$ cat src/nsr_pkg.sv
// Shared types and character constants for the numeric string recognizer.
package nsr_pkg;

    localparam logic [7:0] CHAR_NUL   = 8'h00;
    localparam logic [7:0] CHAR_TAB   = 8'h09;
    localparam logic [7:0] CHAR_CR    = 8'h0D;
    localparam logic [7:0] CHAR_SPACE = 8'h20;
    localparam logic [7:0] CHAR_PLUS  = 8'h2B;
    localparam logic [7:0] CHAR_MINUS = 8'h2D;
    localparam logic [7:0] CHAR_DOT   = 8'h2E;
    localparam logic [7:0] CHAR_ZERO  = 8'h30;
    localparam logic [7:0] CHAR_NINE  = 8'h39;
    localparam logic [7:0] CHAR_UPR_A = 8'h41;
    localparam logic [7:0] CHAR_UPR_F = 8'h46;
    localparam logic [7:0] CHAR_LWR_A = 8'h61;
    localparam logic [7:0] CHAR_LWR_E = 8'h65;
    localparam logic [7:0] CHAR_LWR_F = 8'h66;
    localparam logic [7:0] CHAR_LWR_X = 8'h78;

    typedef enum logic [10:0] {
        PH_SPACE     = 11'b000_0000_0001,
        PH_ZERO      = 11'b000_0000_0010,
        PH_INT       = 11'b000_0000_0100,
        PH_FRAC      = 11'b000_0000_1000,
        PH_EXP_MARK  = 11'b000_0001_0000,
        PH_EXP_SIGN  = 11'b000_0010_0000,
        PH_EXP_DIGIT = 11'b000_0100_0000,
        PH_HEX       = 11'b000_1000_0000,
        PH_REJECT    = 11'b001_0000_0000,
        PH_ENDED_YES = 11'b010_0000_0000,
        PH_ENDED_NO  = 11'b100_0000_0000
    } phase_t;

    typedef struct packed {
        logic nul;
        logic ws;
        logic dec;
        logic hex;
        logic zero;
        logic sign;
        logic dot;
        logic exp_e;
        logic hex_x;
    } char_class_t;

endpackage

$ cat src/numeric_string_recognizer.sv
// Numeric string recognizer: top level with input and result registers.
//
// Text enters one byte per transfer on the input channel (char_code, last_byte,
// in_valid/in_stall). A zero byte ends the text; bytes after it are ignored. An
// empty text is a single zero byte with last_byte set.
// For the byte marked last, one verdict leaves on the output channel
// (numeric_verdict, out_valid/out_stall): 1 when the text is a numeric string
// (leading whitespace, then 0x plus any hex digits, or a signed decimal with optional
// fraction and lowercase e exponent). Other bytes produce no output transfer.
// A last byte sits in the input register, then its verdict in the result register.
// Throughput: one byte per clock unless stalled; the phase updates once per byte.
// When the receiver stalls, the verdict holds in the result register; bytes that
// are not last keep flowing, and a following last byte waits in the input
// register, raising in_stall until the result register frees up.
// Reset clears both valid flags and returns the parser to leading whitespace.
module numeric_string_recognizer (
    input  logic       clk,
    input  logic       rst_n,
    input  logic       in_valid,
    output logic       in_stall,
    input  logic [7:0] char_code,
    input  logic       last_byte,
    output logic       out_valid,
    input  logic       out_stall,
    output logic       numeric_verdict
);
    import nsr_pkg::*;

    logic        s1_valid_reg, s1_valid_next;
    logic [7:0]  s1_char_reg;
    logic        s1_last_reg;
    logic        out_valid_reg, out_valid_next;
    logic        verdict_reg;
    logic        s1_go;
    logic        in_take;
    logic        verdict;
    char_class_t cls;

    // a byte that is not last needs no result slot
    assign s1_go    = s1_valid_reg && (!s1_last_reg || !out_valid_reg || !out_stall);
    assign in_stall = s1_valid_reg && !s1_go;
    assign in_take  = in_valid && !in_stall;

    nsr_classify u_classify (
        .char_code (s1_char_reg),
        .cls       (cls)
    );

    nsr_parser u_parser (
        .clk     (clk),
        .rst_n   (rst_n),
        .step_en (s1_go),
        .cls     (cls),
        .last_in (s1_last_reg),
        .verdict (verdict)
    );

    always_comb
    begin
        s1_valid_next = s1_valid_reg;
        if (in_take)
            s1_valid_next = 1'b1;
        else if (s1_go)
            s1_valid_next = 1'b0;

        out_valid_next = out_valid_reg;
        if (s1_go && s1_last_reg)
            out_valid_next = 1'b1;
        else if (out_valid_reg && !out_stall)
            out_valid_next = 1'b0;
    end

    always_ff @(posedge clk or negedge rst_n)
    begin
        if (!rst_n)
        begin
            s1_valid_reg  <= 1'b0;
            out_valid_reg <= 1'b0;
        end
        else
        begin
            s1_valid_reg  <= s1_valid_next;
            out_valid_reg <= out_valid_next;
        end
    end

    always_ff @(posedge clk)
    begin
        if (in_take)
        begin
            s1_char_reg <= char_code;
            s1_last_reg <= last_byte;
        end
        if (s1_go && s1_last_reg)
            verdict_reg <= verdict;
    end

    assign out_valid       = out_valid_reg;
    assign numeric_verdict = verdict_reg;

endmodule

$ cat src/nsr_classify.sv
// Character class decode for one text byte.
module nsr_classify (
    input  logic [7:0]          char_code,
    output nsr_pkg::char_class_t cls
);
    import nsr_pkg::*;

    logic is_dec;

    assign is_dec = (char_code >= CHAR_ZERO) && (char_code <= CHAR_NINE);

    always_comb
    begin
        cls.nul   = (char_code == CHAR_NUL);
        cls.ws    = (char_code == CHAR_SPACE)
                    || ((char_code >= CHAR_TAB) && (char_code <= CHAR_CR));
        cls.dec   = is_dec;
        cls.hex   = is_dec
                    || ((char_code >= CHAR_LWR_A) && (char_code <= CHAR_LWR_F))
                    || ((char_code >= CHAR_UPR_A) && (char_code <= CHAR_UPR_F));
        cls.zero  = (char_code == CHAR_ZERO);
        cls.sign  = (char_code == CHAR_PLUS) || (char_code == CHAR_MINUS);
        cls.dot   = (char_code == CHAR_DOT);
        cls.exp_e = (char_code == CHAR_LWR_E);
        cls.hex_x = (char_code == CHAR_LWR_X);
    end

endmodule

$ cat src/nsr_parser.sv
// Parse phase register, next-phase logic and end-of-text verdict.
module nsr_parser (
    input  logic                 clk,
    input  logic                 rst_n,
    input  logic                 step_en,
    input  nsr_pkg::char_class_t cls,
    input  logic                 last_in,
    output logic                 verdict
);
    import nsr_pkg::*;

    phase_t phase_reg, phase_next, phase_upd;
    logic   seen_reg, seen_next, seen_upd;

    function automatic logic end_ok(input phase_t ph, input logic seen);
        logic ok;
        ok = 1'b0;
        unique case (ph)
            PH_ZERO, PH_EXP_DIGIT, PH_HEX, PH_ENDED_YES: ok = 1'b1;
            PH_INT, PH_FRAC:                             ok = seen;
            default:                                     ok = 1'b0;
        endcase
        return ok;
    endfunction

    always_comb
    begin
        phase_upd = phase_reg;
        seen_upd  = seen_reg;
        if ((phase_reg != PH_ENDED_YES) && (phase_reg != PH_ENDED_NO))
        begin
            if (cls.nul)
            begin
                phase_upd = end_ok(phase_reg, seen_reg) ? PH_ENDED_YES : PH_ENDED_NO;
            end
            else
            begin
                phase_upd = PH_REJECT;
                unique case (phase_reg)
                    PH_SPACE:
                    begin
                        priority if (cls.ws) phase_upd = PH_SPACE;
                        else if (cls.zero)
                        begin
                            seen_upd  = 1'b1;
                            phase_upd = PH_ZERO;
                        end
                        else if (cls.dec)
                        begin
                            seen_upd  = 1'b1;
                            phase_upd = PH_INT;
                        end
                        else if (cls.sign) phase_upd = PH_INT;
                        else if (cls.dot)  phase_upd = PH_FRAC;
                        else               phase_upd = PH_REJECT;
                    end
                    PH_ZERO:
                    begin
                        priority if (cls.hex_x) phase_upd = PH_HEX;
                        else if (cls.dec)   phase_upd = PH_INT;
                        else if (cls.dot)   phase_upd = PH_FRAC;
                        else if (cls.exp_e) phase_upd = PH_EXP_MARK;
                        else                phase_upd = PH_REJECT;
                    end
                    PH_INT, PH_FRAC:
                    begin
                        priority if (cls.dec)
                        begin
                            seen_upd  = 1'b1;
                            phase_upd = phase_reg;
                        end
                        else if (cls.dot && (phase_reg == PH_INT)) phase_upd = PH_FRAC;
                        else if (cls.exp_e)
                        begin
                            // exponent only after at least one mantissa digit
                            phase_upd = seen_reg ? PH_EXP_MARK : PH_REJECT;
                        end
                        else phase_upd = PH_REJECT;
                    end
                    PH_EXP_MARK:
                    begin
                        priority if (cls.sign) phase_upd = PH_EXP_SIGN;
                        else if (cls.dec)  phase_upd = PH_EXP_DIGIT;
                        else               phase_upd = PH_REJECT;
                    end
                    PH_EXP_SIGN, PH_EXP_DIGIT:
                    begin
                        if (cls.dec) phase_upd = PH_EXP_DIGIT;
                    end
                    PH_HEX:
                    begin
                        if (cls.hex) phase_upd = PH_HEX;
                    end
                    default: phase_upd = PH_REJECT;
                endcase
            end
        end
    end

    assign verdict = end_ok(phase_upd, seen_upd);

    always_comb
    begin
        phase_next = phase_reg;
        seen_next  = seen_reg;
        if (step_en)
        begin
            // text done: back to the start for the next one
            phase_next = last_in ? PH_SPACE : phase_upd;
            seen_next  = last_in ? 1'b0 : seen_upd;
        end
    end

    always_ff @(posedge clk or negedge rst_n)
    begin
        if (!rst_n)
        begin
            phase_reg <= PH_SPACE;
            seen_reg  <= 1'b0;
        end
        else
        begin
            phase_reg <= phase_next;
            seen_reg  <= seen_next;
        end
    end

    a_restart: assert property (@(posedge clk) disable iff (!rst_n)
        step_en && last_in |=> (phase_reg == PH_SPACE) && !seen_reg)
        else $error("parser did not restart after last byte");

    a_zero_seen: assert property (@(posedge clk) disable iff (!rst_n)
        (phase_reg == PH_ZERO) || (phase_reg == PH_EXP_MARK) |-> seen_reg)
        else $error("mantissa digit flag clear in a post-digit phase");

    a_ended_holds: assert property (@(posedge clk) disable iff (!rst_n)
        step_en && !last_in && (phase_reg == PH_ENDED_YES) |=> (phase_reg == PH_ENDED_YES))
        else $error("ended text changed phase");

    a_ended_verdict: assert property (@(posedge clk) disable iff (!rst_n)
        step_en && (phase_reg == PH_ENDED_NO) |-> !verdict)
        else $error("rejected text gave a positive verdict");

endmodule
$ cat config.mk
export PLATFORM = sky130hd
export DESIGN_NAME = numeric_string_recognizer
export DESIGN_NICKNAME = d
export VERILOG_FILES = /design/src/nsr_pkg.sv /design/src/numeric_string_recognizer.sv /design/src/nsr_classify.sv /design/src/nsr_parser.sv
export SDC_FILE = /design/constraint.sdc
export NUM_CORES = 1
export LEC_CHECK = 0
export BUFFER_PORTS_ARGS = -buffer_cell sky130_fd_sc_hd__buf_4
export CORE_MARGIN = 2
export CORE_UTILIZATION = 40
export CTS_CLUSTER_SIZE = 16
export DETAILED_ROUTE_END_ITERATION = 6
export PLACE_DENSITY = 0.63
export SYNTH_ARGS = -nofsm -noshare
export SYNTH_HDL_FRONTEND = slang
export SYNTH_SLANG_ARGS = --single-unit
$ cat constraint.sdc
create_clock -name clk -period 2.4 [get_ports clk]
set_clock_uncertainty 0.05 [all_clocks]
set_input_delay 0.48 -clock clk [delete_from_list [all_inputs] [get_ports clk]]
set_output_delay 0.48 -clock clk [all_outputs]
set_load 0.005 [all_outputs]
Word-level counts from Yosys, hierarchy flattened
Index checks and enable logic that the tools add are counted.
{"block": "op_classes", "magnitude_cmp": 8, "n_eq_ne": 24, "n_mux": 36, "reduce_logical": 30}
{"operator": "two-way mux 11 bit", "n": 15}
{"operator": "case mux 11 bit (6 select lines)", "n": 1}
{"operator": "two-way mux 9 bit", "n": 5}
{"operator": "== test 8 x 6 -> 1 bit, second input constant", "n": 5}
{"operator": "== test 11 x 10 -> 1 bit, second input constant", "n": 2}
{"operator": "== test 11 x 2 -> 1 bit, second input constant", "n": 2}
{"operator": "== test 11 x 3 -> 1 bit, second input constant", "n": 2}
{"operator": "== test 11 x 4 -> 1 bit, second input constant", "n": 2}
{"operator": "== test 11 x 7 -> 1 bit, second input constant", "n": 2}
{"operator": "== test 11 x 8 -> 1 bit, second input constant", "n": 2}
{"operator": "== test 8 x 7 -> 1 bit, second input constant", "n": 2}
{"operator": "greater-or-equal comparator 8 x 7 -> 1 bit, second input constant", "n": 2}
{"operator": "less-or-equal comparator 8 x 7 -> 1 bit, second input constant", "n": 2}
{"operator": "two-way mux 1 bit", "n": 12}
{"operator": "== test 11 x 1 -> 1 bit, second input constant", "n": 1}
{"operator": "== test 11 x 5 -> 1 bit, second input constant", "n": 1}
{"operator": "== test 11 x 6 -> 1 bit, second input constant", "n": 1}
{"operator": "logical AND 1 bit", "n": 11}
{"operator": "!= test 11 x 10 -> 1 bit, second input constant", "n": 1}
{"operator": "!= test 11 bit, second input constant", "n": 1}
{"operator": "greater-or-equal comparator 8 x 4 -> 1 bit, second input constant", "n": 1}
{"operator": "greater-or-equal comparator 8 x 6 -> 1 bit, second input constant", "n": 1}
{"operator": "less-or-equal comparator 8 x 4 -> 1 bit, second input constant", "n": 1}
{"operator": "less-or-equal comparator 8 x 6 -> 1 bit, second input constant", "n": 1}
{"operator": "other kinds (7)", "n": 22}
{"block": "word_totals", "regBits": 24, "input_bits": 13, "word_cells": 105}

Longest topological paths before layout
Gate-level depths: netlist of the first run.
{"block": "logic_depth", "word_depth": 12, "mapped_depth": 8}

Cells and area by module
From an unflattened synthesis of the first run, not the netlist that was laid out.
{"block": "unflattened", "hier_cells": 210, "area_unflattened_um2": 1806.7}
{"module": "nsr_parser", "n_inst": 1, "cells_each": 159, "area_each_um2": 1201.2}
{"module": "numeric_string_recognizer", "n_inst": 1, "cells_each": 22, "area_each_um2": 405.4}
{"module": "nsr_classify", "n_inst": 1, "cells_each": 29, "area_each_um2": 200.2}

Worst setup path after synthesis of the first run
No wires, ideal clock.
{"block": "synth_timing", "kind": "register to register", "start": "register s1_char_reg[1]", "end": "register verdict_reg (netlist: numeric_verdict) (data pin)", "setup_time_ns": 0.267, "arrival_time_ns": 1.925, "required_time_ns": 2.083, "slack_ns": 0.158, "path_stages_with_launch": 9, "path_buffers": 1, "synth_period_minus_slack_ns": 2.242, "path_cell_list": "edfxtp_1 > buf_6 > or4_4 > nor3_4 > o311ai_1 > o31a_1 > and2_4 > a2111oi_4 > o21ai_1"}
{"block": "synth_via", "elab_chain_cells": 12, "elab_cells_between_ends": 58, "classes_between": "8 x order compare; 13 x eq/ne; 25 x mux; 12 x reduce/logical"}
{"item": "start: declaration", "line_no": "numeric_string_recognizer.sv:30", "source": "logic [7:0] s1_char_reg;"}
{"item": "start signal: assignment", "line_no": "numeric_string_recognizer.sv:91", "source": "s1_char_reg <= char_code;"}
{"item": "parallel branches: the longest is 11 deep, another holds greater-or-equal comparator 8 x 6 -> 1 bit"}
{"item": "case mux 1 bit (2 select lines) (*)", "line_no": "nsr_parser.sv:18", "source": "unique case (ph)"}
{"item": "named net u_parser.verdict", "line_no": "nsr_parser.sv:8", "source": "output logic verdict"}
{"item": "end signal: assignment", "line_no": "numeric_string_recognizer.sv:95", "source": "verdict_reg <= verdict;"}
{"item": "end: declaration", "line_no": "numeric_string_recognizer.sv:33", "source": "logic verdict_reg;"}
Mark *: on every way through the listed nets, which the timed path passes.
A chain may end at the register's enable or synchronous reset.

Final worst setup path of the first run
{"block": "layout_timing", "start": "register u_parser.phase_reg[2]", "end": "register verdict_reg (netlist: numeric_verdict) (data pin)"}
{"block": "layout_via", "elab_chain_cells": 11, "elab_cells_between_ends": 37, "classes_between": "17 x eq/ne; 13 x mux; 7 x reduce/logical"}
{"item": "start: declaration", "line_no": "nsr_parser.sv:12", "source": "phase_t phase_reg, phase_next, phase_upd;"}
{"item": "start signal: assignment", "line_no": "nsr_parser.sv:123", "source": "phase_reg <= phase_next;"}
{"item": "== test 11 x 10 -> 1 bit, or another cell as far along", "line_no": "nsr_parser.sv:18"}
{"item": "OR reduction 4 bit or OR reduction 2 bit (tied branches)", "line_no": "nsr_parser.sv:18, nsr_parser.sv:39"}
{"item": "case mux 1 bit (2 select lines)", "line_no": "nsr_parser.sv:18"}
{"item": "two-way mux 1 bit", "line_no": "nsr_parser.sv:32", "source": "if (cls.nul)"}
{"item": "two-way mux 1 bit", "line_no": "nsr_parser.sv:30", "source": "if ((phase_reg != PH_ENDED_YES) && (phase_reg != PH_ENDED_NO))"}
{"item": "two-way mux 11 bit", "line_no": "nsr_parser.sv:34", "source": "phase_upd = end_ok(phase_reg, seen_reg) ? PH_ENDED_YES : PH_ENDED_NO;"}
{"item": "two-way mux 11 bit", "line_no": "nsr_parser.sv:32"}
{"item": "two-way mux 11 bit", "line_no": "nsr_parser.sv:30"}
{"item": "== test 11 x 2 -> 1 bit, or another cell as far along", "line_no": "nsr_parser.sv:18"}
{"item": "OR reduction 4 bit or OR reduction 2 bit (tied branches)", "line_no": "nsr_parser.sv:18"}
{"item": "case mux 1 bit (2 select lines) (*)", "line_no": "nsr_parser.sv:18"}
{"item": "named net u_parser.verdict", "line_no": "nsr_parser.sv:8"}
The timed path passes the listed nets; every way through them passes the cells marked *. The select of a mux whose other input is x is not followed.

==> results of run 1 <==
==> synthesized netlist by cell type, types with 3 or more instances <==
cell | instances | share of area [%]
nand2_1 | 14 | 3.2
dfrtp_1 | 13 | 20
nor2_1 | 12 | 2.8
nor3_1 | 11 | 3.4
edfxtp_1 | 10 | 18
nand3_1 | 10 | 3.1
o21ai_0 | 8 | 2.5
a21oi_1 | 6 | 1.8
a22o_1 | 6 | 3.2
nand2b_1 | 6 | 2.3
inv_1 | 5 | 1.2
a21o_1 | 4 | 1.8
and3_1 | 3 | 1.2
buf_2 | 3 | 0.92
nor2b_1 | 3 | 1.2
or3_1 | 3 | 1.2
xnor2_1 | 3 | 1.6
==> power by group <==
part	leakage (nW)	switching, mW	total [mW]	internal [mW]
Combinational	0.522	0.111	0.200	0.0892
Clock	0.0228	0.134	0.252	0.119
Sequential	0.283	0.0211	0.474	0.453
==> worst min-delay path by stage <==
stage	cells past startpoint	start	slack (ns)	end
after floorplan	0	rst_n	0.13	out_valid$_DFFE_PN0P_
after global placement	1	rst_n	0.29	u_parser.phase_reg[3]$_DFFE_PN0P_
after detailed placement	1	rst_n	0.30	u_parser.phase_reg[3]$_DFFE_PN0P_
after CTS	1	rst_n	0.004	u_parser.phase_reg[2]$_DFFE_PN0P_
after global routing	1	rst_n	0.0009	u_parser.phase_reg[3]$_DFFE_PN0P_
final	1	rst_n	-0.005	u_parser.phase_reg[2]$_DFFE_PN0P_
==> layout make-up <==
cell class                 count  area share (%)
sequential                    24            33.5
inverter                       5           0.966
tap                           50            3.22
timing repair buffer          30            11.6
clock buffer                   4            2.32
multi-input combinational    134            48.4
==> per-stage QoR <==
stage          power [mW]  utilization [%]  TNS, ns
2_1_floorplan       0.601                -        0
3_3_place_gp        0.668             47.2        0
3_5_place_dp        0.673             47.2        0
4_1_cts             0.922             48.3        0
5_1_grt             0.972             48.9  -0.0502
6_report            0.927             48.9        0
==> metal layers <==
| metal | vias up | global-route usage, % | part of all wire [%] |
|---|---|---|---|
| li1 | 692 | - | - |
| met1 | 664 | 27.7 | 46 |
| met2 | 59 | 29.8 | 46 |
| met3 | 8 | 2.47 | 6.1 |
| met4 | 0 | 8.25 | 2.3 |
| met5 | - | 0 | 0 |
==> cells by family after synthesis <==
| logic type | Yosys count |
|---|---|
| AO/OA/AOI/OAI | 39 |
| multiplexers | 1 |
| AND/OR/NAND/NOR | 89 |
| buffers and inverters | 12 |
| XOR/XNOR | 5 |
| flip-flops | 24 |
==> worst reg2reg max path, cell delays in order, from the launching register on <==
cell	delay [ns]
dfrtp_1	0.49
nor3_1	0.26
nand3_1	0.17
or4b_1	0.53
o31a_1	0.13
and2_4	0.18
a2111oi_4	0.18
o21ai_1	0.10
==> timing repair <==
action | CTS | global route
gates resized for setup | 0 | 3
endpoints found under the hold margin | 0 | 0
endpoints found under the setup margin | 0 | 2
==> metrics.yaml, run 1 <==
logic_synthesis:
  seq_area_frac_synth_pct: 40.0
  netlist_area_mm2: 0.00163
  synth_fp_nets: 183
  ys_ff_latch: 24
  syn_avg_cell_area_um2: 9.59
  synth.area.mux_share_pct: 0.614
  synth_edf_count: 10
  synth_top_family_by_area: "simple AND/OR/NAND/NOR gates"
  synth-simple-area-share_pct: 34.0
  syn-instance-count: 170
  synth_flop_cell: "dfrtp_1"
  yosys_warnings: 0
  yosysUniqueCellTypes: 53
  synthAdderAreaFrac_pct: 0
  synth_compound_area_share_pct: 18.8
  synth-xor-area-share_pct: 2.69
  synthArstFlopShare_pct: 58.3
clock_network:
  cts.root.buffer_cell: "clkbuf_8"
  cts_sinks: 24
  cts_setup_buffers: 0
  clk_pin_slew_ns: 0.09
  hold_buffers: 0
  clock_path_buffers: 2
  cts_tree: "yes"
  clk-insertion-delay-late_ns: 0.27
  h-tree-depth: 1
  cts_buffers: 3
place:
  dp_cells: 243
  dpl-instance-area_mm2: 0.00187
  gp_congestion: 0.936
  dp_hpwl_um: 3060
  io_buffers: 15
  dp_worst_setup_slack_ns: 0.115
die:
  die_w_um: 67.8
  initial_core_util_pct: 41.1
  coreArea_mm2: 0.00397
  design.die.area_mm2: 0.00460
  pin_count: 16
  rows: 23
  die_y_um: 67.8
pwr:
  p_leak_nw: 0.828
  p_per_area_mw_per_mm2: 477
  ir_worst_vdd_v: 0.000346
critical_path:
  r2r-start: "u_parser.phase_reg[2]$_DFFE_PN0P_"
  crit_slowest_cell: "or4b_1"
  r2r-end: "numeric_verdict$_DFFE_PP_"
  cp_num_buf_inv: 0
  r2r_setup_slack_ns: 0.06
  cp_max_fo: 9
  critPathCapture: "numeric_verdict$_DFFE_PP_"
  critPathLaunch: "u_parser.phase_reg[2]$_DFFE_PN0P_"
  max_stage_delay_ns: 0.53
  r2r_cells: 7
  cp.depth: 7
  critPathArrivalTime_ns: 2.31
  end_kind: "register"
  required_ns: 2.37
  path_cells: "nor3_1 -> nand3_1 -> or4b_1 -> o31a_1 -> and2_4 -> a2111oi_4 -> o21ai_1"
  startpoint_type: "register"
  crit_family: "simple AND/OR/NAND/NOR gates"
  path_class: "register to register"
route:
  drc: 0
  firstDrtPassIters: 4
  ant_nets: 0
  vias: 1423
  wire_per_inst_um: 16.1
  via_per_inst: 5.76
  drt_iter0_markers: 101
  wl_um: 3990
layout:
  largest_reg_flops: 11
  fin_nets: 211
  multi_input_area_um2: 940
  layout_commonest_cell: "buf_4"
  diodes: 0
  drive_above_1_share_pct: 25.4
  mostFrequentLayoutCells: "30 x buf_4, 14 x nand2_1, 13 x dfrtp_1, 12 x nor2_1, 11 x nor3_1"
  stdcell_area_mm2: 0.00194
  final.fill_count: 372
  seqCellArea_um2: 652
  area_growth_pct: 19.2
  fin_cells: 247
global_routing:
  grt_pass1_wl_um: 6670
  antenna_found_initial: 0
  grt_max_degree: 15
  grt.overflow.total: 0
  grt.total_usage_pct: 19.4
  grt_pass1_vias: 1403
worst_hold_path:
  hp-class: "primary input to async pin"
sta:
  setup_violations: 0
  hold_violations: 10
  whs_ns: -0.00512
  fmax_ghz: 0.428
  layout_setup_ws_ns: 0.0643
  timing.final.crit_share_pct: 97.3
  max_slew_margin_pct: 55.8
  rsz0062_at_grt: "true"
  tightest_slew_ns: 0.660
  slew_viol_final: 0
  post-route-min-period_ns: 2.34
status:
  run_status: "finished with violations"
  violations: "hold timing"
run:
  max-cap-violations: 0
(Power assumes the default switching activity.)
==> run 2: changes to the inputs <==
Settings changed: CORE_UTILIZATION 40 to 53, PLACE_DENSITY 0.63 to 0.79.
==> run 2 against run 1 <==
Compared with the run above:
- the run now ends clean
- non-clock buffer count unchanged
- sequential share of layout area increased by 0.84 points
- sequential power increased by 0.8%
- first-iteration DRC count decreased by 7.9%
- combinational power about the same
- die area decreased by 23%
- routed wire length decreased by 3.1%
==> metrics.yaml, run 2 (synthesis results as in run 1) <==
status:
  run_status: "finished, final reports clean"
clock_network:
  cts_tree: "yes"
  cts_sinks: 24
  h-tree-depth: 1
  clk_pin_slew_ns: 0.14
  clk-insertion-delay-late_ns: 0.33
  cts.root.buffer_cell: "clkbuf_4"
  cts_setup_buffers: 0
  clock_path_buffers: 2
  cts_buffers: 3
route:
  drt_iter0_markers: 93
  vias: 1435
  firstDrtPassIters: 4
  via_per_inst: 6.24
  drc: 0
  ant_nets: 0
  wire_per_inst_um: 16.8
  wl_um: 3860
sta:
  rsz0062_at_grt: "true"
  post-route-min-period_ns: 2.35
  timing.final.crit_share_pct: 97.9
  tightest_slew_ns: 0.582
  tns_ns: 0
  max_slew_margin_pct: 61.1
  setup_violations: 0
  hold_violations: 0
  whs_ns: 0.273
  slew_viol_final: 0
  fmax_ghz: 0.426
layout:
  area_growth_pct: 16.3
  layout_commonest_cell: "buf_4"
  final.fill_count: 232
  diodes: 0
  fin_nets: 211
  largest_reg_flops: 11
  mostFrequentLayoutCells: "29 x buf_4, 14 x nand2_1, 13 x dfrtp_1, 12 x nor2_1, 11 x nor3_1"
  drive_above_1_share_pct: 25.4
place:
  gp_congestion: 1.05
  io_buffers: 15
  dp_hpwl_um: 3050
die:
  coreArea_mm2: 0.00298
  die_y_um: 59.5
  design.die.area_mm2: 0.00354
  rows: 20
  pin_count: 16
  die_w_um: 59.5
  initial_core_util_pct: 54.7
pwr:
  p_leak_nw: 0.819
  power_uw: 868
  p_per_area_mw_per_mm2: 458
  ir_worst_vdd_v: 0.000319
critical_path:
  cp_max_fo: 9
  critPathArrivalTime_ns: 2.39
  startpoint_type: "register"
  end_kind: "register"
  max_stage_delay_ns: 0.53
  path_class: "register to register"
  required_ns: 2.44
  crit_family: "simple AND/OR/NAND/NOR gates"
  r2r_setup_slack_ns: 0.05
  cp_num_buf_inv: 0
  crit_slowest_cell: "or4b_1"
  path_cells: "nor3_1 -> nand3_1 -> or4b_1 -> o31a_1 -> and2_4 -> a2111oi_4 -> o21ai_1"
global_routing:
  grt_pass1_wl_um: 6440
  grt_max_degree: 15
  antenna_found_initial: 0
  grt.total_usage_pct: 24.6
  grt_pass1_vias: 1382
  grt.overflow.total: 0
worst_hold_path:
  hp-class: "primary input to register"
run:
  max-cap-violations: 0
==> run 2: path summary, 6_finish.rpt <==
path,cells past startpoint,from,end
max in group asynchronous,2,rst_n,u_parser.phase_reg[0]$_DFFE_PN1P_
setup / recovery,7,u_parser.phase_reg[2]$_DFFE_PN0P_,numeric_verdict$_DFFE_PP_
hold reg to reg,1,out_valid$_DFFE_PN0P_,out_valid$_DFFE_PN0P_
setup reg to reg,7,u_parser.phase_reg[2]$_DFFE_PN0P_,numeric_verdict$_DFFE_PP_
min in group asynchronous,2,rst_n,u_parser.phase_reg[1]$_DFFE_PN0P_
hold / removal,1,char_code[6],s1_char_reg[6]$_DFFE_PP_
==> run 2: timing repair <==
item                                    4_1_cts  5_1_grt
resized for setup                             0        2
endpoints found under the hold margin        13        0
hold buffers                                  1        0
endpoints found under the setup margin        0        2
==> run 2: worst reg2reg max path: cells and delay by family (launching register included) <==
| kind | cells | cell delay [ns] |
|---|---|---|
| AND/OR/NAND/NOR | 4 | 1.15 |
| AO/OA/AOI/OAI | 3 | 0.42 |
| flip-flops | 1 | 0.49 |
==> run 2: through the flow <==
| step | cells | area (um^2) | utilization, % | setup slack, ns |
|---|---|---|---|---|
| floorplan | 170 | 1630 | - | 0.158 |
| global placement | 225 | 1840 | 61.9 | 0.00700 |
| detailed placement | 225 | 1840 | 61.9 | 0.0330 |
| CTS | 230 | 1880 | 63.2 | 0.00733 |
| global route | 230 | 1900 | 63.7 | -0.0381 |
| finish | 230 | 1900 | 63.7 | 0.0506 |
==> run 2: area by class of cell <==
cell class | count | area [um^2] | area share [%]
Inverter | 5 | 18.8 | 0.990
Sequential cell | 24 | 652 | 34.4
Clock inverter | 1 | 3.75 | 0.198
Tap cell | 33 | 41.3 | 2.18
Clock buffer | 3 | 22.5 | 1.19
Multi-Input combinational cell | 134 | 930 | 49.0
Timing Repair Buffer | 30 | 228 | 12.0
==> run 2: metal layers <==
layer  track usage, %  part of all wire (%)
met5                0                     0
met4             10.4                   3.4
met1             32.9                    43
met3             3.28                   5.5
met2             39.9                    48
==> run 2: report_power, final <==
group / switching [mW] / leakage, nW / internal (mW)
combinational: 0.109 / 0.520 / 0.0915
sequential: 0.0253 / 0.283 / 0.453
clock: 0.127 / 0.0154 / 0.0611
total: 0.262 / 0.819 / 0.606
